[src/hdl/dfir_pkg.sv]
// ----------------------------------------------------------------------------
// dfir_pkg
// Shared constants, register indexes and controller/datapath link types for
// the decimating FIR filter.
// ----------------------------------------------------------------------------
package dfir_pkg;

    // Fixed field widths
    localparam int COEF_BITS     = 18;
    localparam int COEF_IDX_BITS = 8;
    localparam int DECIM_BITS    = 11;
    localparam int TAPS_BITS     = 9;
    localparam int PHASE_BITS    = 10;
    localparam int DECIM_MAX     = 1024;
    localparam int FRAC_SHIFT    = 17;

    // Configuration port
    localparam int CFG_IDX_BITS  = 1;
    localparam int CFG_DATA_BITS = 11;

    localparam logic [CFG_IDX_BITS-1:0] REG_DECIM_FACTOR = 1'b0;
    localparam logic [CFG_IDX_BITS-1:0] REG_TAPS_IN_USE  = 1'b1;

    localparam logic [DECIM_BITS-1:0] DECIM_RESET = 11'd10;
    localparam logic [TAPS_BITS-1:0]  TAPS_RESET  = 9'd151;

    // Input operation codes
    localparam logic OP_PUSH = 1'b0;
    localparam logic OP_LOAD = 1'b1;

    // Commands from controller to datapath
    typedef struct packed {
        logic push;   // write sample into delay line, advance write pointer
        logic load;   // write coefficient store
        logic start;  // clear accumulator, point read pointer at newest sample
        logic issue;  // read one tap pair and send it down the MAC pipe
        logic round;  // round and shift the accumulator
        logic emit;   // saturate into the output register
    } t_dp_cmd;

    // Status from datapath to controller
    typedef struct packed {
        logic pipe_busy; // MAC pipe still holds a tap
        logic out_free;  // output register can take a result this cycle
    } t_dp_stat;

endpackage

[src/hdl/dfir_ctrl.sv]
// ----------------------------------------------------------------------------
// dfir_ctrl
// Sequencer for the decimating FIR filter: decodes input beats, keeps the
// decimation phase and configuration, and steps the shared MAC over taps.
// ----------------------------------------------------------------------------
module dfir_ctrl #(
    parameter int MAX_TAPS = 256
) (
    input  logic                                 i_clk,
    input  logic                                 i_rst_n,
    // input channel control
    input  logic                                 i_in_valid,
    input  logic                                 i_opcode,
    output logic                                 o_in_stall,
    // configuration channel
    input  logic                                 i_cfg_valid,
    output logic                                 o_cfg_ready,
    input  logic [dfir_pkg::CFG_IDX_BITS-1:0]    i_cfg_index,
    input  logic [dfir_pkg::CFG_DATA_BITS-1:0]   i_cfg_data,
    // datapath link
    input  dfir_pkg::t_dp_stat                   i_stat,
    output dfir_pkg::t_dp_cmd                    o_cmd,
    output logic [$clog2(MAX_TAPS)-1:0]          o_tap
);
    import dfir_pkg::*;

    localparam int TAP_W = $clog2(MAX_TAPS);
    localparam int CNT_W = $clog2(MAX_TAPS + 1);
    localparam int CMP_W = (CNT_W > TAPS_BITS) ? CNT_W : TAPS_BITS;

    typedef enum logic [2:0] {
        S_IDLE,
        S_RUN,
        S_DRAIN,
        S_ROUND,
        S_EMIT
    } t_state;

    t_state                  r_state, n_state;
    logic [PHASE_BITS-1:0]   r_phase, n_phase;
    logic [DECIM_BITS-1:0]   r_decim, n_decim;
    logic [TAPS_BITS-1:0]    r_taps,  n_taps;
    logic [TAP_W-1:0]        r_tap,   n_tap;

    logic                    accept;
    logic [DECIM_BITS-1:0]   factor_eff;
    logic [DECIM_BITS-1:0]   phase_inc;
    logic [CMP_W-1:0]        taps_raw;
    logic [CMP_W-1:0]        taps_eff;
    logic                    last_tap;

    assign o_in_stall  = (r_state != S_IDLE);
    assign o_cfg_ready = 1'b1;
    assign o_tap       = r_tap;
    assign accept      = i_in_valid && (r_state == S_IDLE);

    // Clamp decimation factor into 1..1024
    always_comb begin
        if (r_decim == '0) begin
            factor_eff = DECIM_BITS'(1);
        end else if (r_decim > DECIM_BITS'(DECIM_MAX)) begin
            factor_eff = DECIM_BITS'(DECIM_MAX);
        end else begin
            factor_eff = r_decim;
        end
    end

    assign phase_inc = {1'b0, r_phase} + DECIM_BITS'(1);

    // Clamp tap count into 1..MAX_TAPS
    assign taps_raw = CMP_W'(r_taps);
    always_comb begin
        if (taps_raw == '0) begin
            taps_eff = CMP_W'(1);
        end else if (taps_raw > CMP_W'(MAX_TAPS)) begin
            taps_eff = CMP_W'(MAX_TAPS);
        end else begin
            taps_eff = taps_raw;
        end
    end

    assign last_tap = (CMP_W'(r_tap) == (taps_eff - CMP_W'(1)));

    // Next state and commands
    always_comb begin
        n_state = r_state;
        n_phase = r_phase;
        n_decim = r_decim;
        n_taps  = r_taps;
        n_tap   = r_tap;
        o_cmd   = '0;

        // take configuration writes
        if (i_cfg_valid) begin
            unique case (i_cfg_index)
                REG_DECIM_FACTOR: n_decim = i_cfg_data[DECIM_BITS-1:0];
                REG_TAPS_IN_USE:  n_taps  = i_cfg_data[TAPS_BITS-1:0];
                default: ;
            endcase
        end

        unique case (r_state)
            S_IDLE: begin
                if (accept) begin
                    if (i_opcode == OP_LOAD) begin
                        o_cmd.load = 1'b1;
                    end else begin
                        o_cmd.push = 1'b1;
                        if (phase_inc >= factor_eff) begin
                            n_phase = '0;
                        end else begin
                            n_phase = phase_inc[PHASE_BITS-1:0];
                        end
                        if (r_phase == '0) begin
                            o_cmd.start = 1'b1;
                            n_tap       = '0;
                            n_state     = S_RUN;
                        end
                    end
                end
            end
            S_RUN: begin
                o_cmd.issue = 1'b1;
                if (last_tap) begin
                    n_state = S_DRAIN;
                end else begin
                    n_tap = r_tap + TAP_W'(1);
                end
            end
            S_DRAIN: begin
                if (!i_stat.pipe_busy) begin
                    n_state = S_ROUND;
                end
            end
            S_ROUND: begin
                o_cmd.round = 1'b1;
                n_state     = S_EMIT;
            end
            S_EMIT: begin
                if (i_stat.out_free) begin
                    o_cmd.emit = 1'b1;
                    n_state    = S_IDLE;
                end
            end
            default: n_state = S_IDLE;
        endcase
    end

    // Hold state, phase, configuration and tap counter
    always_ff @(posedge i_clk) begin
        if (!i_rst_n) begin
            r_state <= S_IDLE;
            r_phase <= '0;
            r_decim <= DECIM_RESET;
            r_taps  <= TAPS_RESET;
            r_tap   <= '0;
        end else begin
            r_state <= n_state;
            r_phase <= n_phase;
            r_decim <= n_decim;
            r_taps  <= n_taps;
            r_tap   <= n_tap;
        end
    end

endmodule

[config.mk]
export PLATFORM = sky130hd
export DESIGN_NAME = dfir_ctrl
export DESIGN_NICKNAME = d
export VERILOG_FILES = /design/src/hdl/dfir_pkg.sv /design/src/hdl/dfir_ctrl.sv
export SDC_FILE = /design/constraint.sdc
export NUM_CORES = 1
export LEC_CHECK = 0
export BUFFER_PORTS_ARGS = -buffer_cell sky130_fd_sc_hd__buf_2
export CAP_MARGIN = 25
export CORE_UTILIZATION = 55
export DETAILED_ROUTE_END_ITERATION = 7
export PLACE_DENSITY = 0.76
export SYNTH_ARGS = -nofsm -noshare
export SYNTH_HDL_FRONTEND = slang
export SYNTH_SLANG_ARGS = --single-unit
export TNS_END_PERCENT = 50
[constraint.sdc]
create_clock -name i_clk -period 4.1 [get_ports i_clk]
set_input_delay 0.615 -clock i_clk [delete_from_list [all_inputs] [get_ports i_clk]]
set_output_delay 0.615 -clock i_clk [all_outputs]
set_load 0.005 [all_outputs]
==> metrics.md, run 1 <==
| Metric | Value |
|---|---|
| Run status | finished clean |
| Number of cells on the worst reg-to-reg path | 10 |
| EDFF count, synth | 0 |
| Most frequent cell after synthesis | nand2_1 |
| CTS tree | yes |
| Worst-margin pin slew | 783 ps |
| Total placed instance area | a little under 0.003 mm2 |
| Top post-synthesis cells by count | nand2_1, dfxtp_1, nand3_1 |
| Die Height | a little over 70 um |
| Synth Cell Area | about 0.0027 mm2 |
| Worst min path class | reg2reg |
| Capture instance of the worst register-to-register path | r_state[1] |
| Largest fanout of any net on the critical path | 19 |
| CP Data Required Time | 4330 ps |
| P per Cell Area | 313 mW/mm2 |
| I/O Buffers | 33 |
| Setup crit start kind | flop |
| Predominant post-synthesis flop cell | dfxtp_1 |
| Number of DRC markers in iteration 0 | 178 |
| Synth Instances | 356 |
| Global placement routability congestion | roughly 0.94 |
| Area growth syn-to-layout | 10.9% |
| Final worst path period share | 0.860 |
| Area of all placed cells without fillers | 0.00305 mm2 |
| Post-synth top area cell | dfxtp_1 |
| Cell chosen for the clock root | clkbuf_8 |
| Maximum number of pins on one net before global-route repair | 30 |
| Number of H-tree levels | 2 |
| Synth Area per Inst | 7.71 um2 |
| Total of warnings raised by yosys | 0 |
| WHS Endpoint | r_decim[5] |
| Worst Hold Path Cells | 2 |
| Top achievable clock speed | 284 MHz |
| Antenna cells | 0 |
| Number of routed nets with antenna violations | 0 |
| Number of antenna violations at the first check in global routing | 0 |
| Area share of the largest cell type after synthesis | 0.299 |
| CP Data Arrival Time | 3750 ps |
| Ratio of cells with drive above 1 in the final layout | 0.153 |
| First-pass GRT wire length | 10.8 mm |
| Synth Register Bits | 41 |
| Largest incremental delay on the critical path | 670 ps |
| Final WS setup | ~580 ps |
| Final net count | between 400 and 500 |
| Fin Clk Skew | 10.1 ps |
| Cell type group with the largest total delay on the critical path | simple AND/OR/NAND/NOR gates |
| Final wirelength | between 6 and 7 mm |
| Cell-by-cell listing of the critical path | inv_1 -> a22oi_1 -> ha_1 -> nor2b_1 -> or4_1 -> a221oi_1 -> o211ai_2 -> or3_1 -> or3_1 -> a21oi_1 |
| Number of setup violations in the final report | 0 |
| Overall Power | around 0.95 mW |
| I/O pin cnt | 35 |
| Cts bufs inserted | 5 |
| Most repeated library cell on the critical path | or3_1 |
| Drt first pass iters | 4 |
| Number of buffers added to fix hold violations after cts | 0 |
| Clock Sinks | 41 |
| Number of gates resized after cts | 0 |
| Leakage component of the power | 1.30 nW |
| Biggest area contributors in the synthesized netlist | dfxtp_1, nand2_1, ha_1 |
| Starting Density | 0.578 |
| Die W | 72.7 um |
| Async SR Flop Fraction | 0 |
| Number of post-CTS setup repair buffers | 0 |
| Max-cap check violation count | 0 |
| Core Box Area | between 0.004 and 0.005 mm2 |
| Pre-CTS setup slack | 675 ps |
| Peak ir drop on the vdd network | 0.209 mV |
| Residual DRC count | 0 |
| Number of nets in the synthesized netlist | 390 |
| Global route overflow | 0 |
| Final Max Tran Viols | 0 |
| All-layer global routing usage | 0.259 |
| Maximum count of clock buffers along a single path | 2 |
| RSZ-0062 raised after global routing | false |
| Crit path kind | reg2reg |
| Bufs and invs on worst path | 1 |
| Relative slew slack | 0.478 |
| RR Startpoint | r_taps[8] |
| Critical hold path startpoint | r_decim[5] |
| DIE AREA | about 0.0053 mm2 |
| Final setup TNS | 0 ps |
| Master of the slowest instance on the critical path | dfxtp_1 |
| Kind of capture point of the worst setup path | flop |
| Min Clock Period, post-route | 3520 ps |
| Sequential share of the synthesized area | 0.299 |
| Via count | 2,566 |
| Cell row count | 25 |
| Routed len/inst | between 10 and 15 um |
| Number of global-route vias before repair | 2,340 |
| Hold violation total from the final report | 0 |
| HPWL Detailed | 4.56 mm |
| Worst-Skew Late Latency | about 300 ps |
| Slack of the worst reg-to-reg path | roughly 580 ps |
| DR vias/cell | 5.74 |
| Finished Core Util | 0.641 |
| Clock-pin slew of the registers on the worst-case setup and hold paths | 80 ps |
| Unique masters post-synth | just under 60 |
-- how the worst max path moves through the flow --
| stage | slack, ps | to | start | cells past startpoint |
|---|---|---|---|---|
| finish | 580 | r_state[1] | r_taps[8] | 10 |
| global route | 330 | r_state[1] | r_taps[8] | 10 |
| CTS | 590 | r_state[1] | r_taps[8] | 10 |
| detailed placement | 670 | r_state[1] | r_taps[8] | 10 |
| global placement | 790 | r_state[1] | r_taps[8] | 10 |
| floorplan | 900 | r_state[1] | r_taps[8] | 13 |
-- tightest hold or removal path, cell delays in order (launching register included) --
cell and delay, ps:
dfxtp_1 330, nand2_1 50, a21boi_0 60
-- stage by stage --
step                hold WS, ps  instances
floorplan                   446        356
global placement            468        439
detailed placement          480        439
CTS                         491        447
global route                515        447
finish                      487        447
-- state kept, by name, summed over array words and instances (netlist names) --
| name | flops |
|---|---|
| o_tap | 8 |
| r_taps | 9 |
| r_decim | 11 |
| r_phase | 10 |
| r_state | 3 |
-- cell families after synthesis --
logic type | share of synthesized area
AND/OR/NAND/NOR | 0.333
adder cells (fa/ha/maj) | 0.0683
multiplexers | 0.0223
XOR/XNOR | 0.0319
flip-flops | 0.299
AO/OA/AOI/OAI | 0.190
other | 0.00137
buffers and inverters | 0.0547
-- cells in the final DEF, fill, tap and decap left out, types with 6 or more instances in the layout --
cell and n:
nor2b_1 10, nand3_1 18, buf_2 33, a21oi_1 11
nand2b_1 7, nor2_1 14, inv_1 13, a21boi_0 15
nor4_1 11, nand2_1 78, dfxtp_1 41, ha_1 15
o31ai_1 6, xnor2_1 6, o21ai_0 7, and3_1 6
-- layer usage --
| metal | vias up | global-route usage | wire length [um] | part of all wire |
|---|---|---|---|---|
| met5 | - | 0 | 0 | 0 |
| met4 | 0 | 0.0871 | 69 | 0.011 |
| met3 | 7 | 0.0511 | 289 | 0.046 |
| met2 | 50 | 0.398 | 2900 | 0.46 |
| met1 | 1200 | 0.363 | 3050 | 0.48 |
| li1 | 1309 | - | - | - |
-- cell type report --
| cell class | instances | area, um2 |
|---|---|---|
| multi-input cells | 282 | 1780 |
| fillers | 471 | 1710 |
| flip-flops and latches | 41 | 821 |
| repair buffers | 35 | 180 |
| well taps | 67 | 83.8 |
| clock buffers | 5 | 68.8 |
| clock inverters | 3 | 65.1 |
| inverters | 14 | 52.6 |
-- where the power goes --
part	leakage [nW]	total [mW]	internal, mW	switching (mW)
Clock	0.0681	0.387	0.242	0.145
Sequential	0.334	0.433	0.412	0.0218
Combinational	0.897	0.132	0.0551	0.0772
No activity file was read; power rests on OpenSTA's default activity.
==> run 2: changes to the inputs <==
- CORE_ASPECT_RATIO: not set -> 1.75
==> run 2 against run 1 <==
  * Critical path depth stayed put
  * Critical endpoint unchanged
  * Critical path type unchanged
  * Clock skew is 5.4 ps lower
  * Setup slack improved by 42 ps
  * Combinational power about the same
  * Core utilization down 0.68 points
  * Maximum frequency is 1.2% higher
  * Register-to-register slack improved by 40 ps
  * Cell area shrank 1.2%
  * Sequential power hardly changed
==> metrics.md, run 2 (synthesis gave the netlist of run 1 again) <==
| Metric | Value |
|---|---|
| Run status | finished clean |
| Cell chosen for the clock root | clkbuf_8 |
| P per Cell Area | approximately 300 mW/mm2 |
| All-layer global routing usage | 0.251 |
| DIE AREA | between 0.005 and 0.006 mm2 |
| Number of post-CTS setup repair buffers | 0 |
| Worst min path class | reg2reg |
| Die Height | 95.5 um |
| Maximum number of pins on one net before global-route repair | 30 |
| Sum of met3 wire segment lengths after detailed routing | 170 um |
| Clock Sinks | 41 |
| Internal power | 0.665 mW |
| Hold violation total from the final report | 0 |
| Core Box Area | 0.00475 mm2 |
| Logic pwr share | 0.144 |
| Top routing layer in use | met4 |
| Peak ir drop on the vdd network | 0.260 mV |
| Die W | ~55 um |
| Kind of capture point of the worst setup path | flop |
| Switching fraction of total power | 0.266 |
| Number of gates resized after cts | 0 |
| Register containing the most flip-flops in the final layout | r_decim |
| Cell row count | 33 |
| Number of buffers added to fix hold violations after cts | 0 |
| Cts bufs inserted | 5 |
| DR vias/cell | ~6 |
| Top achievable clock speed | 287 MHz |
| I/O Buffers | 33 |
| Master of the slowest instance on the critical path | dfxtp_1 |
| Final net count | about 410 |
| Commonest cells after routing, fill and taps aside | nand2_1, dfxtp_1, buf_2, nand3_1 |
| Fin Clk Skew | 4.66 ps |
| Bufs and invs on worst path | 1 |
| Detailed-routed wire length on met2 | 3.47 mm |
| Min Clock Period, post-route | 3480 ps |
| Area growth syn-to-layout | 9.61% |
| Number of H-tree levels | 2 |
| Residual DRC count | 0 |
| Setup crit start kind | flop |
| Most frequent standard cell in the layout excluding fill and tap cells | nand2_1 |
| Starting Density | 0.578 |
| Worst-Skew Late Latency | 300 ps |
| Ratio of cells with drive above 1 in the final layout | 0.150 |
| HPWL Detailed | 4.83 mm |
| Routed len/inst | 14.7 um |
| First-pass GRT wire length | approximately 11 mm |
| CTS tree | yes |
| Number of DRC markers in iteration 0 | between 90 and 100 |
| Final Max Tran Viols | 0 |
| Final worst path period share | 0.849 |
| Maximum count of clock buffers along a single path | 2 |
| Sequential standard cell area | 821 um2 |
| Via count | between 2,000 and 3,000 |
| Leakage component of the power | 1.29 nW |
| Cell-by-cell listing of the critical path | inv_1 -> a22oi_1 -> ha_1 -> nor2b_1 -> or4_1 -> a221oi_1 -> o211ai_2 -> or3_1 -> or3_1 -> a21oi_1 |
| Global placement routability congestion | 0.923 |
| Number of global-route vias before repair | 2,438 |
| Fillcell total | 443 |
| Final wirelength | 6.35 mm |
| Multi-input logic area | 0.00178 mm2 |
| I/O pin cnt | 35 |
| Power spent charging and discharging nets | 0.241 mW |
| Drt first pass iters | 5 |
| Number of setup violations in the final report | 0 |
| Flip-flop count of the largest register, all copies and words added | 11 |
| Largest incremental delay on the critical path | 660 ps |
| Non-filler instance count after layout | 432 |
| Cell type group with the largest total delay on the critical path | simple AND/OR/NAND/NOR gates |
| Most repeated library cell on the critical path | or3_1 |
| RSZ-0062 raised after global routing | false |
| Relative slew slack | 0.481 |
| CP Data Required Time | 4340 ps |
| Antenna cells | 0 |
| Number of cells after detailed placement | 424 |
| Crit path kind | reg2reg |
| Number of antenna violations at the first check in global routing | 0 |
| CP Data Arrival Time | 3720 ps |
| Worst-margin pin slew | 777 ps |
| Final setup TNS | 0 ps |
| Clock-pin slew of the registers on the worst-case setup and hold paths | approximately 80 ps |
| Clock share of power | 0.377 |
| Number of routed nets with antenna violations | 0 |
| Total routed wire length on the met1 layer | roughly 2.5 mm |
| Largest fanout of any net on the critical path | 19 |
| Max-cap check violation count | 0 |
| Biggest registers after layout | r_decim (11), r_phase (10), r_taps (9) |
| Global route overflow | 0 |
| Part of the total power dissipated in sequential elements | 0.479 |
==> run 2: cell types whose count changed in the layout (fill, tap and decap cells not counted) <==
cell       previous run  this run
bufinv_16             2         1
clkbuf_1              0         1
clkbuf_8              5         6
clkinv_2              1         0
==> run 2: stage by stage <==
stage          total power, mW  hold WS (ps)  cell area, um2   util  setup slack [ps]
6_report                 0.906           485            3010  0.634               617
5_1_grt                  0.953           510            3010  0.634               388
4_1_cts                  0.911           489            3010  0.634               636
3_5_place_dp             0.574           476            2890  0.609               671
3_3_place_gp             0.571           472            2890  0.609               801
2_1_floorplan            0.534           446            2750      -               898
==> run 2: area by class of cell <==
| class | count | area share |
|---|---|---|
| Clock buffer | 7 | 0.0287 |
| Multi-Input combinational cell | 282 | 0.590 |
| Tap cell | 52 | 0.0216 |
| Clock inverter | 1 | 0.00998 |
| Sequential cell | 41 | 0.273 |
| Inverter | 14 | 0.0175 |
| Timing Repair Buffer | 35 | 0.0599 |
==> run 2: metal layers <==
layer / vias to the layer above / track usage
met2: 53 / 0.489
met3: 19 / 0.0421
met4: 0 / 0.140
li1: 1308 / -
met5: - / 0
met1: 1194 / 0.246
==> run 2: power groups by stage <==
stage	clock, mW	sequential [mW]	combinational (mW)
2_1_floorplan	0	0.432	0.103
3_5_place_dp	0	0.443	0.131
5_1_grt	0.370	0.437	0.146
4_1_cts	0.346	0.433	0.131
6_report	0.342	0.434	0.131
3_3_place_gp	0	0.442	0.129
==> run 2: worst register-to-register path, cell delays in order, from the launching register on <==
cell and delay [ps]:
dfxtp_1 660, inv_1 190, a22oi_1 300, ha_1 410, nor2b_1 110, or4_1 470
a221oi_1 320, o211ai_2 140, or3_1 390, or3_1 320, a21oi_1 110
==> run 2: final timing paths <==
| path | startpoint | slack [ps] | to | cells after the start |
|---|---|---|---|---|
| min reg2reg | r_decim[5] | 480 | r_decim[5] | 2 |
| max | r_taps[8] | 620 | r_state[1] | 10 |
| min | r_decim[5] | 480 | r_decim[5] | 2 |
| max reg2reg | r_taps[8] | 620 | r_state[1] | 10 |
==> run 3: changes to the inputs <==
- ABC_AREA: not set -> 1
- clock period: 4.1 -> 3.5 ns (I/O delays scaled with it)
==> run 3 against run 2 <==
  * Core utilization is 1.0 points higher
  * Hold slack worse by 30 ps
  * Highest routed layer unchanged
  * Via count is 4.4% higher
  * Sequential cell count stayed put
  * Clock power is 16% higher
  * Count of clock-buffer cells in the layout is 1 lower
  * Register-to-register slack better by 30 ps
  * Non-clock buffer count is 1 lower
  * Critical endpoint is now r_phase[0]
  * Die area is 0.57% lower
  * Cell count is 14% higher
  * Power is 24% higher
==> metrics.md, run 3 <==
| Metric | Value |
|---|---|
| Final net count | 475 |
| Routed len/inst | 12.9 um |
| First-pass GRT wire length | ~11 mm |
| Worst-Skew Late Latency | 290 ps |
| Number of buffers added to fix hold violations after cts | 0 |
| Top post-synthesis cells by count | nand2_1, inv_1, nor2_1 |
| Kind of capture point of the worst setup path | flop |
| Starting Density | 0.580 |
| I/O pin cnt | 35 |
| Maximum number of pins on one net before global-route repair | 25 |
| Synth Register Bits | between 40 and 50 |
| Number of antenna violations at the first check in global routing | 0 |
| Synth Area per Inst | ~6.6 um2 |
| EDFF count, synth | 0 |
| Final Max Tran Viols | 0 |
| Final WS setup | roughly 650 ps |
| Critical hold path startpoint | i_cfg_data[0] |
| RSZ-0062 raised after global routing | false |
| Cell chosen for the clock root | clkbuf_8 |
| Largest fanout of any net on the critical path | 10 |
| Number of setup violations in the final report | 0 |
| Number of H-tree levels | 2 |
| Number of cells on the worst reg-to-reg path | 14 |
| Min Clock Period, post-route | about 2800 ps |
| Commonest cells after routing, fill and taps aside | nand2_1, inv_1, nor2_1, dfxtp_1, nand3_1 |
| Number of post-CTS setup repair buffers | 0 |
| Core Box Area | ~0.0047 mm2 |
| RR Startpoint | r_phase[0] |
| Fin Clk Skew | about 8.6 ps |
| Peak ir drop on the vdd network | between 0.2 and 0.3 mV |
| Register containing the most flip-flops in the final layout | r_decim |
| HPWL Detailed | 5.07 mm |
| Worst min path class | in2reg |
| Die Height | approximately 95 um |
| Final worst path period share | 0.814 |
| Capture instance of the worst register-to-register path | r_phase[0] |
| Ratio of cells with drive above 1 in the final layout | 0.143 |
| Number of routed nets with antenna violations | 0 |
| Max-cap check violation count | 0 |
| Most frequent standard cell in the layout excluding fill and tap cells | nand2_1 |
| Die W | 55.3 um |
| CP Data Required Time | 3700 ps |
| Residual DRC count | 0 |
| All-layer global routing usage | 0.258 |
| Total of warnings raised by yosys | 0 |
| Biggest registers after layout | r_decim (11), r_phase (10), r_taps (9) |
| First element of the critical path | r_phase[0] |
| Run status | finished clean |
| Predominant post-synthesis flop cell | dfxtp_1 |
| Slack of the worst reg-to-reg path | 650 ps |
| Clock-pin slew of the registers on the worst-case setup and hold paths | 80 ps |
| Biggest area contributors in the synthesized netlist | dfxtp_1, nand2_1, inv_1 |
| Global route overflow | 0 |
| DR vias/cell | approximately 5.4 |
| I/O Buffers | 33 |
| Pre-CTS setup slack | just under 700 ps |
| Worst-margin pin slew | 605 ps |
| Number of global-route vias before repair | 2,581 |
| Final setup TNS | 0 ps |
| Synth Instances | between 400 and 500 |
| WHS Endpoint | r_taps[0] |
| P per Cell Area | 371 mW/mm2 |
| Global placement routability congestion | 0.891 |
| Antenna cells | 0 |
| Number of DRC markers in iteration 0 | 125 |
| Maximum count of clock buffers along a single path | 2 |
| Flip-flop count of the largest register, all copies and words added | 11 |
| Sequential share of the synthesized area | 0.301 |
| Crit path kind | reg2reg |
| Async SR Flop Fraction | 0 |
| Number of nets in the synthesized netlist | 445 |
| Leakage component of the power | 1.49 nW |
| Unique masters post-synth | 34 |
| Cell row count | 33 |
| Number of gates resized after cts | 0 |
| DIE AREA | around 0.0053 mm2 |
| Clock Sinks | between 40 and 50 |
| Via count | between 2,000 and 3,000 |
| CTS tree | yes |
| Relative slew slack | 0.596 |
| Synth Cell Area | 0.00273 mm2 |
| Final wirelength | 6.39 mm |
| Drt first pass iters | 4 |
| Setup crit start kind | flop |
| Cts bufs inserted | 5 |
| Post-synth top area cell | dfxtp_1 |
| Area growth syn-to-layout | 11.0% |
| Most frequent cell after synthesis | nand2_1 |
| Area share of the largest cell type after synthesis | 0.301 |
| Top achievable clock speed | 351 MHz |
| Hold violation total from the final report | 0 |
| Worst Hold Path Cells | 3 |
| CP Data Arrival Time | 3050 ps |
run 3: cell count changes in the layout (fill, tap and decap cells not counted), sizes merged, moves of 10 or more:
cell,before,now
nand3,18,37
inv,13,54
nor2,14,52
nand2,78,99
nand4,2,12
xor2,4,15
nor2b,10,0
a21oi,11,28
o21ai,7,25
a21boi,15,0
run 3: cells by family after synthesis:
family | synth area share
AO/OA/AOI/OAI | 0.115
XOR/XNOR | 0.0481
adder cells (fa/ha/maj) | 0.0687
buffers and inverters | 0.0962
flip-flops | 0.301
other | 0.00137
AND/OR/NAND/NOR | 0.370
run 3: worst max-delay path, stage by stage, from the launching register on:
cell	delay, ps
dfxtp_1	410
inv_1	80
nor2_1	170
nand3_1	120
nand3b_1	200
nor3_1	200
xor2_1	220
ha_1	270
nand2_1	80
o21ai_0	90
a21oi_1	120
o311ai_0	150
nor2_2	370
nor2_1	90
a211oi_1	180
run 3: area by class of cell:
class	instances	area (um2)
multi-input cells	304	1650
repair buffers	34	173
well taps	52	65.1
flip-flops and latches	41	821
fillers	457	1680
clock inverters	2	37.5
inverters	55	206
clock buffers	6	82.6
run 3: worst max path at each step:
stage | end | slack [ps] | cells after the start
after detailed placement | r_phase[0] | 670 | 14
after CTS | r_phase[0] | 650 | 14
final | r_phase[0] | 650 | 14
after global routing | r_phase[5] | 340 | 14
after global placement | r_phase[0] | 790 | 13
after floorplan | r_phase[0] | 1050 | 14
run 3: per-stage QoR:
step	utilization	std cells	area (um2)	hold WS (ps)	total power, mW
floorplan	-	411	2730	452	0.678
detailed placement	0.619	486	2910	479	0.740
global route	0.644	494	3030	459	1.19
global placement	0.619	486	2910	469	0.734
finish	0.644	494	3030	455	1.12
CTS	0.644	494	3030	443	1.13
run 3: routing by layer:
metal / track usage / up-vias / part of all wire
met5: 0 / - / 0
met1: 0.248 / 1224 / 0.38
met2: 0.527 / 56 / 0.58
met4: 0.117 / 0 / 0.026
met3: 0.0380 / 13 / 0.024
li1: - / 1395 / -
run 3: where the power goes:
part           switching (mW)  internal [mW]
registers              0.0215          0.487
logic                   0.143         0.0769
clock network           0.164          0.232
total                   0.329          0.796
